`src/rtl/jtm_pkg.sv`:
```
// ---------------------------------------------------------------------------
// jtm_pkg
// Shared types and constants of the two-machine flow-shop scheduler.
// ---------------------------------------------------------------------------
`default_nettype none

package jtm_pkg;

	localparam int KINDS      = 4;
	localparam int KIND_W     = 2;
	localparam int TIME_W     = 8;
	localparam int FIN_W      = 13;
	localparam int IDX_W      = 4;
	localparam int KEY_W      = TIME_W + 1;
	localparam int PADDR_W    = 5;
	localparam int PDATA_W    = 32;
	localparam logic [FIN_W-1:0] FIN_MAX = {FIN_W{1'b1}};

	// register indexes
	localparam logic [2:0] REG_M1_KIND0 = 3'd0;
	localparam logic [2:0] REG_M2_KIND0 = 3'd4;

	typedef logic [KINDS-1:0][TIME_W-1:0] time_tab_t;

	// scheduler sequencer states
	typedef enum logic [2:0] {
		ST_IDLE,
		ST_PICK,
		ST_RD,
		ST_CHK,
		ST_ACC1,
		ST_ACC2
	} jtm_state_t;

	// controller to datapath
	typedef struct packed {
		logic load_en;
		logic pick_en;
		logic addr_clr;
		logic addr_inc;
		logic acc1_en;
		logic out_load;
		logic sched_end;
	} jtm_cmd_t;

	// datapath to controller
	typedef struct packed {
		logic scan_end;
		logic hit;
		logic out_free;
		logic is_last;
	} jtm_status_t;

	// johnson sort key: front group ascending t1, back group descending t2
	function automatic logic [KEY_W-1:0] sort_key(input logic [TIME_W-1:0] t1,
			input logic [TIME_W-1:0] t2);
		logic front;
		front = (t1 <= t2);
		sort_key = front ? {1'b0, t1} : {1'b1, ~t2};
	endfunction

	// saturating finish time add
	function automatic logic [FIN_W-1:0] sat_add(input logic [FIN_W-1:0] a,
			input logic [TIME_W-1:0] b);
		logic [FIN_W:0] s;
		s = {1'b0, a} + {{(FIN_W+1-TIME_W){1'b0}}, b};
		sat_add = s[FIN_W] ? FIN_MAX : s[FIN_W-1:0];
	endfunction

endpackage

`default_nettype wire

```
`src/rtl/jtm_cfg_regs.sv`:
```
// ---------------------------------------------------------------------------
// jtm_cfg_regs
// APB register file holding the machine one and machine two times per kind.
// ---------------------------------------------------------------------------
`default_nettype none

module jtm_cfg_regs (
	input  wire logic                         clk,
	input  wire logic                         arst_n,
	input  wire logic                         psel,
	input  wire logic                         penable,
	input  wire logic                         pwrite,
	input  wire logic [jtm_pkg::PADDR_W-1:0]  paddr,
	input  wire logic [jtm_pkg::PDATA_W-1:0]  pwdata,
	output logic      [jtm_pkg::PDATA_W-1:0]  prdata,
	output logic                              pready,
	output jtm_pkg::time_tab_t                t1_tab,
	output jtm_pkg::time_tab_t                t2_tab
);

	jtm_pkg::time_tab_t t1_q;
	jtm_pkg::time_tab_t t2_q;
	logic [2:0]         reg_idx;
	logic [1:0]         kind_sel;
	logic               wr_en;

	assign reg_idx  = paddr[4:2];
	assign kind_sel = reg_idx[1:0];
	assign wr_en    = psel && penable && pwrite;
	assign pready   = 1'b1;

	// register write
	always_ff @(posedge clk or negedge arst_n) begin
		if (!arst_n) begin
			t1_q <= '0;
			t2_q <= '0;
		end else if (wr_en) begin
			if (reg_idx < jtm_pkg::REG_M2_KIND0) begin
				t1_q[kind_sel] <= pwdata[jtm_pkg::TIME_W-1:0];
			end else begin
				t2_q[kind_sel] <= pwdata[jtm_pkg::TIME_W-1:0];
			end
		end
	end

	// read back
	always_comb begin
		prdata = '0;
		if (reg_idx < jtm_pkg::REG_M2_KIND0) begin
			prdata[jtm_pkg::TIME_W-1:0] = t1_q[kind_sel];
		end else begin
			prdata[jtm_pkg::TIME_W-1:0] = t2_q[kind_sel];
		end
	end

	assign t1_tab = t1_q;
	assign t2_tab = t2_q;

endmodule

`default_nettype wire

```
`src/rtl/jtm_datapath.sv`:
```
// ---------------------------------------------------------------------------
// jtm_datapath
// Job memory, kind class selection, finish time accumulators, output register.
// ---------------------------------------------------------------------------
`default_nettype none

module jtm_datapath #(
	parameter int JOBS = 16
) (
	input  wire logic                          clk,
	input  wire logic                          arst_n,
	input  wire jtm_pkg::jtm_cmd_t             cmd,
	output jtm_pkg::jtm_status_t               status,
	input  wire jtm_pkg::time_tab_t            t1_tab,
	input  wire jtm_pkg::time_tab_t            t2_tab,
	input  wire logic [jtm_pkg::KIND_W-1:0]    job_kind,
	output logic                               out_valid,
	input  wire logic                          out_stall,
	output logic      [jtm_pkg::IDX_W-1:0]     job_index,
	output logic      [jtm_pkg::KIND_W-1:0]    job_kind_out,
	output logic      [jtm_pkg::FIN_W-1:0]     m1_finish,
	output logic      [jtm_pkg::FIN_W-1:0]     m2_finish,
	output logic                               sched_last
);

	localparam int AW = (JOBS > 1) ? $clog2(JOBS) : 1;
	localparam int CW = $clog2(JOBS + 1);

	logic [jtm_pkg::KIND_W-1:0] job_mem [JOBS];

	logic [CW-1:0]               count_q;
	logic [CW-1:0]               emit_q;
	logic [AW-1:0]               addr_q;
	logic [jtm_pkg::KIND_W-1:0]  rdata_q;
	logic [jtm_pkg::KINDS-1:0]   present_q;
	logic [jtm_pkg::KINDS-1:0]   done_q;
	logic [jtm_pkg::KINDS-1:0]   class_q;
	logic [jtm_pkg::FIN_W-1:0]   c1_q;
	logic [jtm_pkg::FIN_W-1:0]   c2_q;
	logic                        out_valid_q;

	logic                        full;
	logic [jtm_pkg::KINDS-1:0]   avail;
	logic [jtm_pkg::KINDS-1:0]   class_nx;
	logic [jtm_pkg::KEY_W-1:0]   key   [jtm_pkg::KINDS];
	logic [jtm_pkg::KEY_W-1:0]   min_key;
	logic                        min_found;
	logic [jtm_pkg::FIN_W-1:0]   c_max;
	logic [jtm_pkg::FIN_W-1:0]   c2_nx;
	logic [AW+jtm_pkg::IDX_W-1:0] idx_ext;

	assign full = (count_q == CW'(JOBS));

	// job memory, one write and one registered read per cycle
	always_ff @(posedge clk) begin
		if (cmd.load_en && !full) begin
			job_mem[count_q[AW-1:0]] <= job_kind;
		end
		rdata_q <= job_mem[addr_q];
	end

	// fill count and kinds present in the set
	always_ff @(posedge clk or negedge arst_n) begin
		if (!arst_n) begin
			count_q   <= '0;
			present_q <= '0;
		end else if (cmd.sched_end) begin
			count_q   <= '0;
			present_q <= '0;
		end else if (cmd.load_en && !full) begin
			count_q            <= count_q + CW'(1);
			present_q[job_kind] <= 1'b1;
		end
	end

	// smallest sort key among kinds not yet scheduled
	always_comb begin
		min_key   = '1;
		min_found = 1'b0;
		for (int k = 0; k < jtm_pkg::KINDS; k++) begin
			key[k] = jtm_pkg::sort_key(t1_tab[k], t2_tab[k]);
		end
		avail = present_q & ~done_q;
		for (int k = 0; k < jtm_pkg::KINDS; k++) begin
			if (avail[k] && (!min_found || key[k] < min_key)) begin
				min_key   = key[k];
				min_found = 1'b1;
			end
		end
		for (int k = 0; k < jtm_pkg::KINDS; k++) begin
			class_nx[k] = avail[k] && (key[k] == min_key);
		end
	end

	// current key class and scanned kinds
	always_ff @(posedge clk or negedge arst_n) begin
		if (!arst_n) begin
			class_q <= '0;
			done_q  <= '0;
		end else if (cmd.sched_end) begin
			done_q <= '0;
		end else if (cmd.pick_en) begin
			class_q <= class_nx;
			done_q  <= done_q | class_nx;
		end
	end

	// scan address
	always_ff @(posedge clk or negedge arst_n) begin
		if (!arst_n) begin
			addr_q <= '0;
		end else if (cmd.addr_clr) begin
			addr_q <= '0;
		end else if (cmd.addr_inc) begin
			addr_q <= addr_q + AW'(1);
		end
	end

	// finish time accumulators
	assign c_max = (c1_q > c2_q) ? c1_q : c2_q;
	assign c2_nx = jtm_pkg::sat_add(c_max, t2_tab[rdata_q]);

	always_ff @(posedge clk or negedge arst_n) begin
		if (!arst_n) begin
			c1_q   <= '0;
			c2_q   <= '0;
			emit_q <= '0;
		end else if (cmd.sched_end) begin
			c1_q   <= '0;
			c2_q   <= '0;
			emit_q <= '0;
		end else begin
			if (cmd.acc1_en) begin
				c1_q <= jtm_pkg::sat_add(c1_q, t1_tab[rdata_q]);
			end
			if (cmd.out_load) begin
				c2_q   <= c2_nx;
				emit_q <= emit_q + CW'(1);
			end
		end
	end

	// output register
	assign idx_ext = (AW + jtm_pkg::IDX_W)'(addr_q);

	always_ff @(posedge clk or negedge arst_n) begin
		if (!arst_n) begin
			out_valid_q <= 1'b0;
		end else if (cmd.out_load) begin
			out_valid_q <= 1'b1;
		end else if (!out_stall) begin
			out_valid_q <= 1'b0;
		end
	end

	always_ff @(posedge clk) begin
		if (cmd.out_load) begin
			job_index    <= idx_ext[jtm_pkg::IDX_W-1:0];
			job_kind_out <= rdata_q;
			m1_finish    <= c1_q;
			m2_finish    <= c2_nx;
			sched_last   <= status.is_last;
		end
	end

	assign out_valid = out_valid_q;

	// status to the controller
	assign status.scan_end = ((CW'(addr_q) + CW'(1)) == count_q);
	assign status.hit      = class_q[rdata_q];
	assign status.out_free = !out_valid_q || !out_stall;
	assign status.is_last  = ((emit_q + CW'(1)) == count_q);

endmodule

`default_nettype wire

```
`src/rtl/jtm_ctrl.sv`:
```
// ---------------------------------------------------------------------------
// jtm_ctrl
// Sequencer for loading, class selection, memory scan and result emission.
// ---------------------------------------------------------------------------
`default_nettype none

module jtm_ctrl (
	input  wire logic                  clk,
	input  wire logic                  arst_n,
	input  wire logic                  in_valid,
	output logic                       in_stall,
	input  wire logic                  load_last,
	input  wire jtm_pkg::jtm_status_t  status,
	output jtm_pkg::jtm_cmd_t          cmd
);

	jtm_pkg::jtm_state_t state_q;
	jtm_pkg::jtm_state_t state_nx;

	// state register
	always_ff @(posedge clk or negedge arst_n) begin
		if (!arst_n) begin
			state_q <= jtm_pkg::ST_IDLE;
		end else begin
			state_q <= state_nx;
		end
	end

	// next state
	always_comb begin
		state_nx = state_q;
		unique case (state_q)
			jtm_pkg::ST_IDLE: begin
				if (in_valid && load_last) begin
					state_nx = jtm_pkg::ST_PICK;
				end
			end
			jtm_pkg::ST_PICK: state_nx = jtm_pkg::ST_RD;
			jtm_pkg::ST_RD:   state_nx = jtm_pkg::ST_CHK;
			jtm_pkg::ST_CHK: begin
				if (status.hit) begin
					state_nx = jtm_pkg::ST_ACC1;
				end else if (status.scan_end) begin
					state_nx = jtm_pkg::ST_PICK;
				end else begin
					state_nx = jtm_pkg::ST_RD;
				end
			end
			jtm_pkg::ST_ACC1: state_nx = jtm_pkg::ST_ACC2;
			jtm_pkg::ST_ACC2: begin
				if (status.out_free) begin
					if (status.is_last) begin
						state_nx = jtm_pkg::ST_IDLE;
					end else if (status.scan_end) begin
						state_nx = jtm_pkg::ST_PICK;
					end else begin
						state_nx = jtm_pkg::ST_RD;
					end
				end
			end
			default: state_nx = jtm_pkg::ST_IDLE;
		endcase
	end

	// commands
	always_comb begin
		cmd      = '0;
		in_stall = 1'b1;
		unique case (state_q)
			jtm_pkg::ST_IDLE: begin
				in_stall    = 1'b0;
				cmd.load_en = in_valid;
			end
			jtm_pkg::ST_PICK: begin
				cmd.pick_en  = 1'b1;
				cmd.addr_clr = 1'b1;
			end
			jtm_pkg::ST_RD: begin
			end
			jtm_pkg::ST_CHK: begin
				cmd.addr_inc = !status.hit && !status.scan_end;
			end
			jtm_pkg::ST_ACC1: begin
				cmd.acc1_en = 1'b1;
			end
			jtm_pkg::ST_ACC2: begin
				cmd.out_load  = status.out_free;
				cmd.sched_end = status.out_free && status.is_last;
				cmd.addr_inc  = status.out_free && !status.is_last && !status.scan_end;
			end
			default: begin
			end
		endcase
	end

endmodule

`default_nettype wire

```
`src/rtl/johnson_two_machine_scheduler_unit.sv`:
```
// ---------------------------------------------------------------------------
// johnson_two_machine_scheduler_unit
// Two-machine flow-shop scheduler ordering a loaded job set by Johnson's rule.
// ---------------------------------------------------------------------------
// Usage: program the machine one and machine two times of the four job kinds
// over the APB port (byte address 4*i, registers 0..3 machine one, 4..7
// machine two), then load jobs one transaction each on the input channel.
// Jobs beyond JOBS are dropped. The transaction with load_last set starts
// scheduling; the input stalls until the last result has entered the output
// register. One output transaction per job follows in schedule order with its
// finish times; sched_last marks the final one, whose m2_finish is the makespan.
// Loading accepts one job per cycle while idle. Scheduling scans the job memory
// once per distinct sort key class (at most four), reading each entry through
// the registered memory read in states RD and CHK, and passes each emitted job
// through states ACC1 and ACC2. A stalled receiver holds the output register
// and the scan waits for it. Reset clears the job count, the times and the
// output valid; the job memory needs no clearing.
// ---------------------------------------------------------------------------
`default_nettype none

module johnson_two_machine_scheduler_unit #(
	parameter int JOBS = 16
) (
	input  wire logic                          clk,
	input  wire logic                          arst_n,
	// configuration
	input  wire logic                          psel,
	input  wire logic                          penable,
	input  wire logic                          pwrite,
	input  wire logic [jtm_pkg::PADDR_W-1:0]   paddr,
	input  wire logic [jtm_pkg::PDATA_W-1:0]   pwdata,
	output logic      [jtm_pkg::PDATA_W-1:0]   prdata,
	output logic                               pready,
	// job input
	input  wire logic                          in_valid,
	output logic                               in_stall,
	input  wire logic [jtm_pkg::KIND_W-1:0]    job_kind,
	input  wire logic                          load_last,
	// schedule output
	output logic                               out_valid,
	input  wire logic                          out_stall,
	output logic      [jtm_pkg::IDX_W-1:0]     job_index,
	output logic      [jtm_pkg::KIND_W-1:0]    job_kind_out,
	output logic      [jtm_pkg::FIN_W-1:0]     m1_finish,
	output logic      [jtm_pkg::FIN_W-1:0]     m2_finish,
	output logic                               sched_last
);

	jtm_pkg::time_tab_t   t1_tab;
	jtm_pkg::time_tab_t   t2_tab;
	jtm_pkg::jtm_cmd_t    cmd;
	jtm_pkg::jtm_status_t status;

	// time registers
	jtm_cfg_regs u_regs (
		.clk     (clk),
		.arst_n  (arst_n),
		.psel    (psel),
		.penable (penable),
		.pwrite  (pwrite),
		.paddr   (paddr),
		.pwdata  (pwdata),
		.prdata  (prdata),
		.pready  (pready),
		.t1_tab  (t1_tab),
		.t2_tab  (t2_tab)
	);

	// sequencer
	jtm_ctrl u_ctrl (
		.clk       (clk),
		.arst_n    (arst_n),
		.in_valid  (in_valid),
		.in_stall  (in_stall),
		.load_last (load_last),
		.status    (status),
		.cmd       (cmd)
	);

	// job memory and finish time datapath
	jtm_datapath #(
		.JOBS (JOBS)
	) u_dp (
		.clk          (clk),
		.arst_n       (arst_n),
		.cmd          (cmd),
		.status       (status),
		.t1_tab       (t1_tab),
		.t2_tab       (t2_tab),
		.job_kind     (job_kind),
		.out_valid    (out_valid),
		.out_stall    (out_stall),
		.job_index    (job_index),
		.job_kind_out (job_kind_out),
		.m1_finish    (m1_finish),
		.m2_finish    (m2_finish),
		.sched_last   (sched_last)
	);

endmodule

`default_nettype wire

```
`config.mk`:
```
export PLATFORM = sky130hd
export DESIGN_NAME = johnson_two_machine_scheduler_unit
export DESIGN_NICKNAME = d
export VERILOG_FILES = /design/src/rtl/jtm_pkg.sv /design/src/rtl/jtm_cfg_regs.sv /design/src/rtl/jtm_datapath.sv /design/src/rtl/jtm_ctrl.sv /design/src/rtl/johnson_two_machine_scheduler_unit.sv
export SDC_FILE = /design/constraint.sdc
export NUM_CORES = 1
export LEC_CHECK = 0
export BUFFER_PORTS_ARGS = -buffer_cell sky130_fd_sc_hd__buf_2
export CELL_PAD_IN_SITES_DETAIL_PLACEMENT = 0
export CELL_PAD_IN_SITES_GLOBAL_PLACEMENT = 1
export CORE_UTILIZATION = 30
export DETAILED_ROUTE_END_ITERATION = 8
export PLACE_DENSITY_LB_ADDON = 0.1
export REMOVE_ABC_BUFFERS = 1
export SETUP_SLACK_MARGIN = 0.1
export SLEW_MARGIN = 20
export SYNTH_ARGS = -nofsm -noshare
export SYNTH_HDL_FRONTEND = slang
export SYNTH_HIERARCHICAL = 1
export SYNTH_SLANG_ARGS = --single-unit
```
`constraint.sdc`:
```
create_clock -name clk -period 15.1 [get_ports clk]
set_clock_uncertainty 0.05 [all_clocks]
set_input_delay 1.51 -clock clk [delete_from_list [all_inputs] [get_ports clk]]
set_output_delay 1.51 -clock clk [all_outputs]
set_load 0.01 [all_outputs]
```
==> impl_metrics.py <==
metrics = {
    "yosys": {
        "yosysWarningCount": 6,
        "synth_top_cell_area_share_pct": 22.46,
        "synth.most_common_cell": "dfrtp_1",
        "ys_ff_latch": 187,
        "synth_ff_type": "dfrtp_1",
        "avgSynthCellArea_um2": 10.44,
        "synth_edf_count": 65,
        "syn_inst": 1281,
        "synth_seq_area_share_pct": 37.35,
        "synthTopCellsByArea": "dfrtp_1 (22%), edfxtp_1 (15%), ha_1 (8.5%)",
        "yosys-top-cells-count": "dfrtp_1 (120), inv_1 (97), ha_1 (91)",
        "synth_area_um2": 13370,
        "synth_cell_types": 103,
        "synth_top_area_cell": "dfrtp_1",
        "ys_async_sr_fraction_pct": 64.17,
    },
    "placement": {
        "gp_congestion": 0.8857,
        "dpl-instance-area_um2": 14240,
        "portBuffers": 63,
        "hpwl_um": 32790,
    },
    "die": {
        "core-area_um2": 43550,
        "die-area_um2": 45420,
        "initial_core_util_pct": 30.70,
        "ios": 115,
        "num_rows": 76,
        "fp.dieH_um": 213.1,
        "dieWidth_um": 213.1,
    },
    "min_path": {
        "hold_path_class": "register to register",
    },
    "setup_path": {
        "critical_path.max_fanout": 15,
        "slowest_stage": "mux2i_1",
        "r2r_cells": 33,
        "rr_startpoint": "u_regs/t1_tab[10]",
        "r2r-end": "u_dp/done_q[1]",
        "cpMostUsedCell": "ha_1",
        "crit_arrival_ns": 11.16,
        "endpoint_kind": "register",
        "crit_end": "u_dp/done_q[1]",
        "cp-start-kind": "register",
        "critPathKind": "register to register",
        "cpPeakStageDelay_ns": 0.83,
        "reg2reg_setup_slack_ns": 4.29,
        "worstSetupStartpoint": "u_regs/t1_tab[10]",
        "cp.required_ns": 15.46,
    },
    "global_routing": {
        "antenna_found_initial": 2,
        "grt_pass1_wl_um": 65990,
        "grt_overflow": 0,
        "met1_usage_pct": 26.99,
        "gr-usage-all-layers_pct": 20.06,
        "grt_start_max_net_pins": 67,
        "grt_pass1_vias": 10080,
        "gr-usage-met2_pct": 32.21,
        "met3_usage_pct": 3.721,
        "grt.busiest_layer": "met2",
    },
    "clocking": {
        "cts_tree": "done",
        "clk_latency_ns": 0.49,
        "cts-root-buf": "clkbuf_16",
        "cts.repair.resized": 0,
        "cts_max_path_buffers": 2,
        "cts_sinks": 187,
        "postCtsSetupBuffers": 0,
        "hold_buffers": 0,
        "cts_inserted_buffers": 17,
        "cts_max_level": 4,
        "clk_pin_slew_ns": 0.08,
    },
    "sta": {
        "fmax_mhz": 92.53,
        "setup-violations-final": 0,
        "tightest_slew_ns": 1.002,
        "finalMaxSlewViolations": 0,
        "tns_ns": 0,
        "rsz0062_at_grt": "false",
        "period_needed_ns": 10.81,
        "hold_violations": 0,
        "fin_crit_sh_pct": 71.57,
        "whs_ns": 0.4499,
        "slew_headroom_pct": 33.15,
    },
    "pwr": {
        "p_per_area_nw_per_um2": 250.4,
        "p_leak_nw": 6.174,
        "vdd_ir_drop_max_mv": 0.1047,
    },
    "final_layout": {
        "area_growth_pct": 11.24,
        "finalInstanceArea_um2": 14870,
        "finalNetCount": 1471,
        "drive_above_1_share_pct": 21.58,
    },
    "route": {
        "drc": 0,
        "drt-total-wl_um": 43190,
        "wire_per_inst_um": 22.36,
        "ant_nets": 0,
        "routed_via_density": 5.260,
        "drtPass1Iterations": 5,
        "vias": 10160,
        "drt_iter0_drc": 594,
    },
    "outcome": {
        "status": "finished, final reports clean",
    },
    "flow_run": {
        "maxCapViolations": 0,
    },
}
==> area by class of cell <==
cell class                 instances  area [um^2]
multi-input combinational        947         7714
inverter                          99        371.6
clock buffer                      18        450.4
antenna                            2        5.005
clock inverter                    14        165.2
fill                            4516        28680
tap                              585        732.0
timing repair buffer              79        441.7
sequential                       187         4995
==> cells in the final DEF (no fill, tap or decap), types with 17 or more instances in the layout <==
cell       instances
dfrtp_1          120
nand3_1           20
and2_1            17
o21ai_0           56
mux4_2            37
a311oi_1          20
nand2_1           70
nand4_1           23
nor2_1            80
nor3_1            17
inv_1             97
a21oi_1           62
conb_1            25
edfxtp_1          65
buf_2             62
ha_1              91
xor2_1            21
and3_1            19
xnor2_1           33
clkbuf_16         18
mux2i_1           21
mux2_2            82
==> per-layer routing <==
metal | vias up | part of all wire [%]
met2 | 223 | 47
met5 | - | 0
met3 | 49 | 3.8
met4 | 0 | 2.3
li1 | 4866 | -
met1 | 5019 | 47
==> through the flow <==
stage / util [%] / setup slack [ns] / instances / power, mW
after floorplan: - / 6.596 / 1233 / 2.501
after global placement: 32.71 / 4.045 / 1897 / 3.255
after detailed placement: 32.71 / 4.143 / 1897 / 3.253
after CTS: 34.12 / 4.111 / 1929 / 3.751
after global routing: 34.14 / 3.704 / 1929 / 4.055
final: 34.15 / 4.292 / 1931 / 3.725
==> worst min path at each step <==
stage	cells past startpoint	endpoint	startpoint
2_1_floorplan	2	u_dp/class_q[0]	u_dp/class_q[0]
3_3_place_gp	2	u_dp/class_q[1]	u_dp/class_q[1]
3_5_place_dp	2	u_dp/class_q[1]	u_dp/class_q[1]
4_1_cts	2	u_dp/class_q[1]	u_dp/class_q[1]
5_1_grt	2	u_dp/class_q[1]	u_dp/class_q[1]
6_report	1	u_dp/done_q[2]	u_dp/done_q[2]
==> where the power goes <==
group,switching [mW],internal [mW],total [mW]
Combinational,1.52,0.951,2.47
Clock,0.239,0.233,0.472
Sequential,0.128,0.653,0.781
Total,1.89,1.84,3.73
==> kinds of logic (layout without fill, tap and decap cells) <==
kind of cell,after synthesis,in the layout,synth area share (%)
DFF,187,187,37.35
and+or+nand+nor,331,331,13.50
buffers and inverters,170,210,5.773
adders and majority gates,93,93,8.814
xor gates and xnor gates,54,54,3.537
AOI/OAI and AO/OA,303,303,16.17
other,2,27,0.05616
muxes,141,141,14.79
==> state kept, by name, indices dropped and copies added (netlist names), 5 cells and up <==
register,cells
u_dp/m2_finish,13
u_dp/emit_q,5
u_dp/m1_finish,13
u_regs/t1_tab,32
u_regs/t2_tab,32
u_dp/count_q,5
u_dp/c2_q,13
u_dp/c1_q,13
u_dp/job_mem,32
==> worst max-delay path: cells and delay by family (launching register included) <==
| family | cells | cell delay (ns) |
|---|---|---|
| DFF | 1 | 0.45 |
| buffers and inverters | 1 | 0.10 |
| muxes | 1 | 0.83 |
| and+or+nand+nor | 5 | 1.59 |
| AOI/OAI and AO/OA | 22 | 6.35 |
| adders and majority gates | 4 | 1.34 |
No activity file was read; power rests on OpenSTA's default activity.
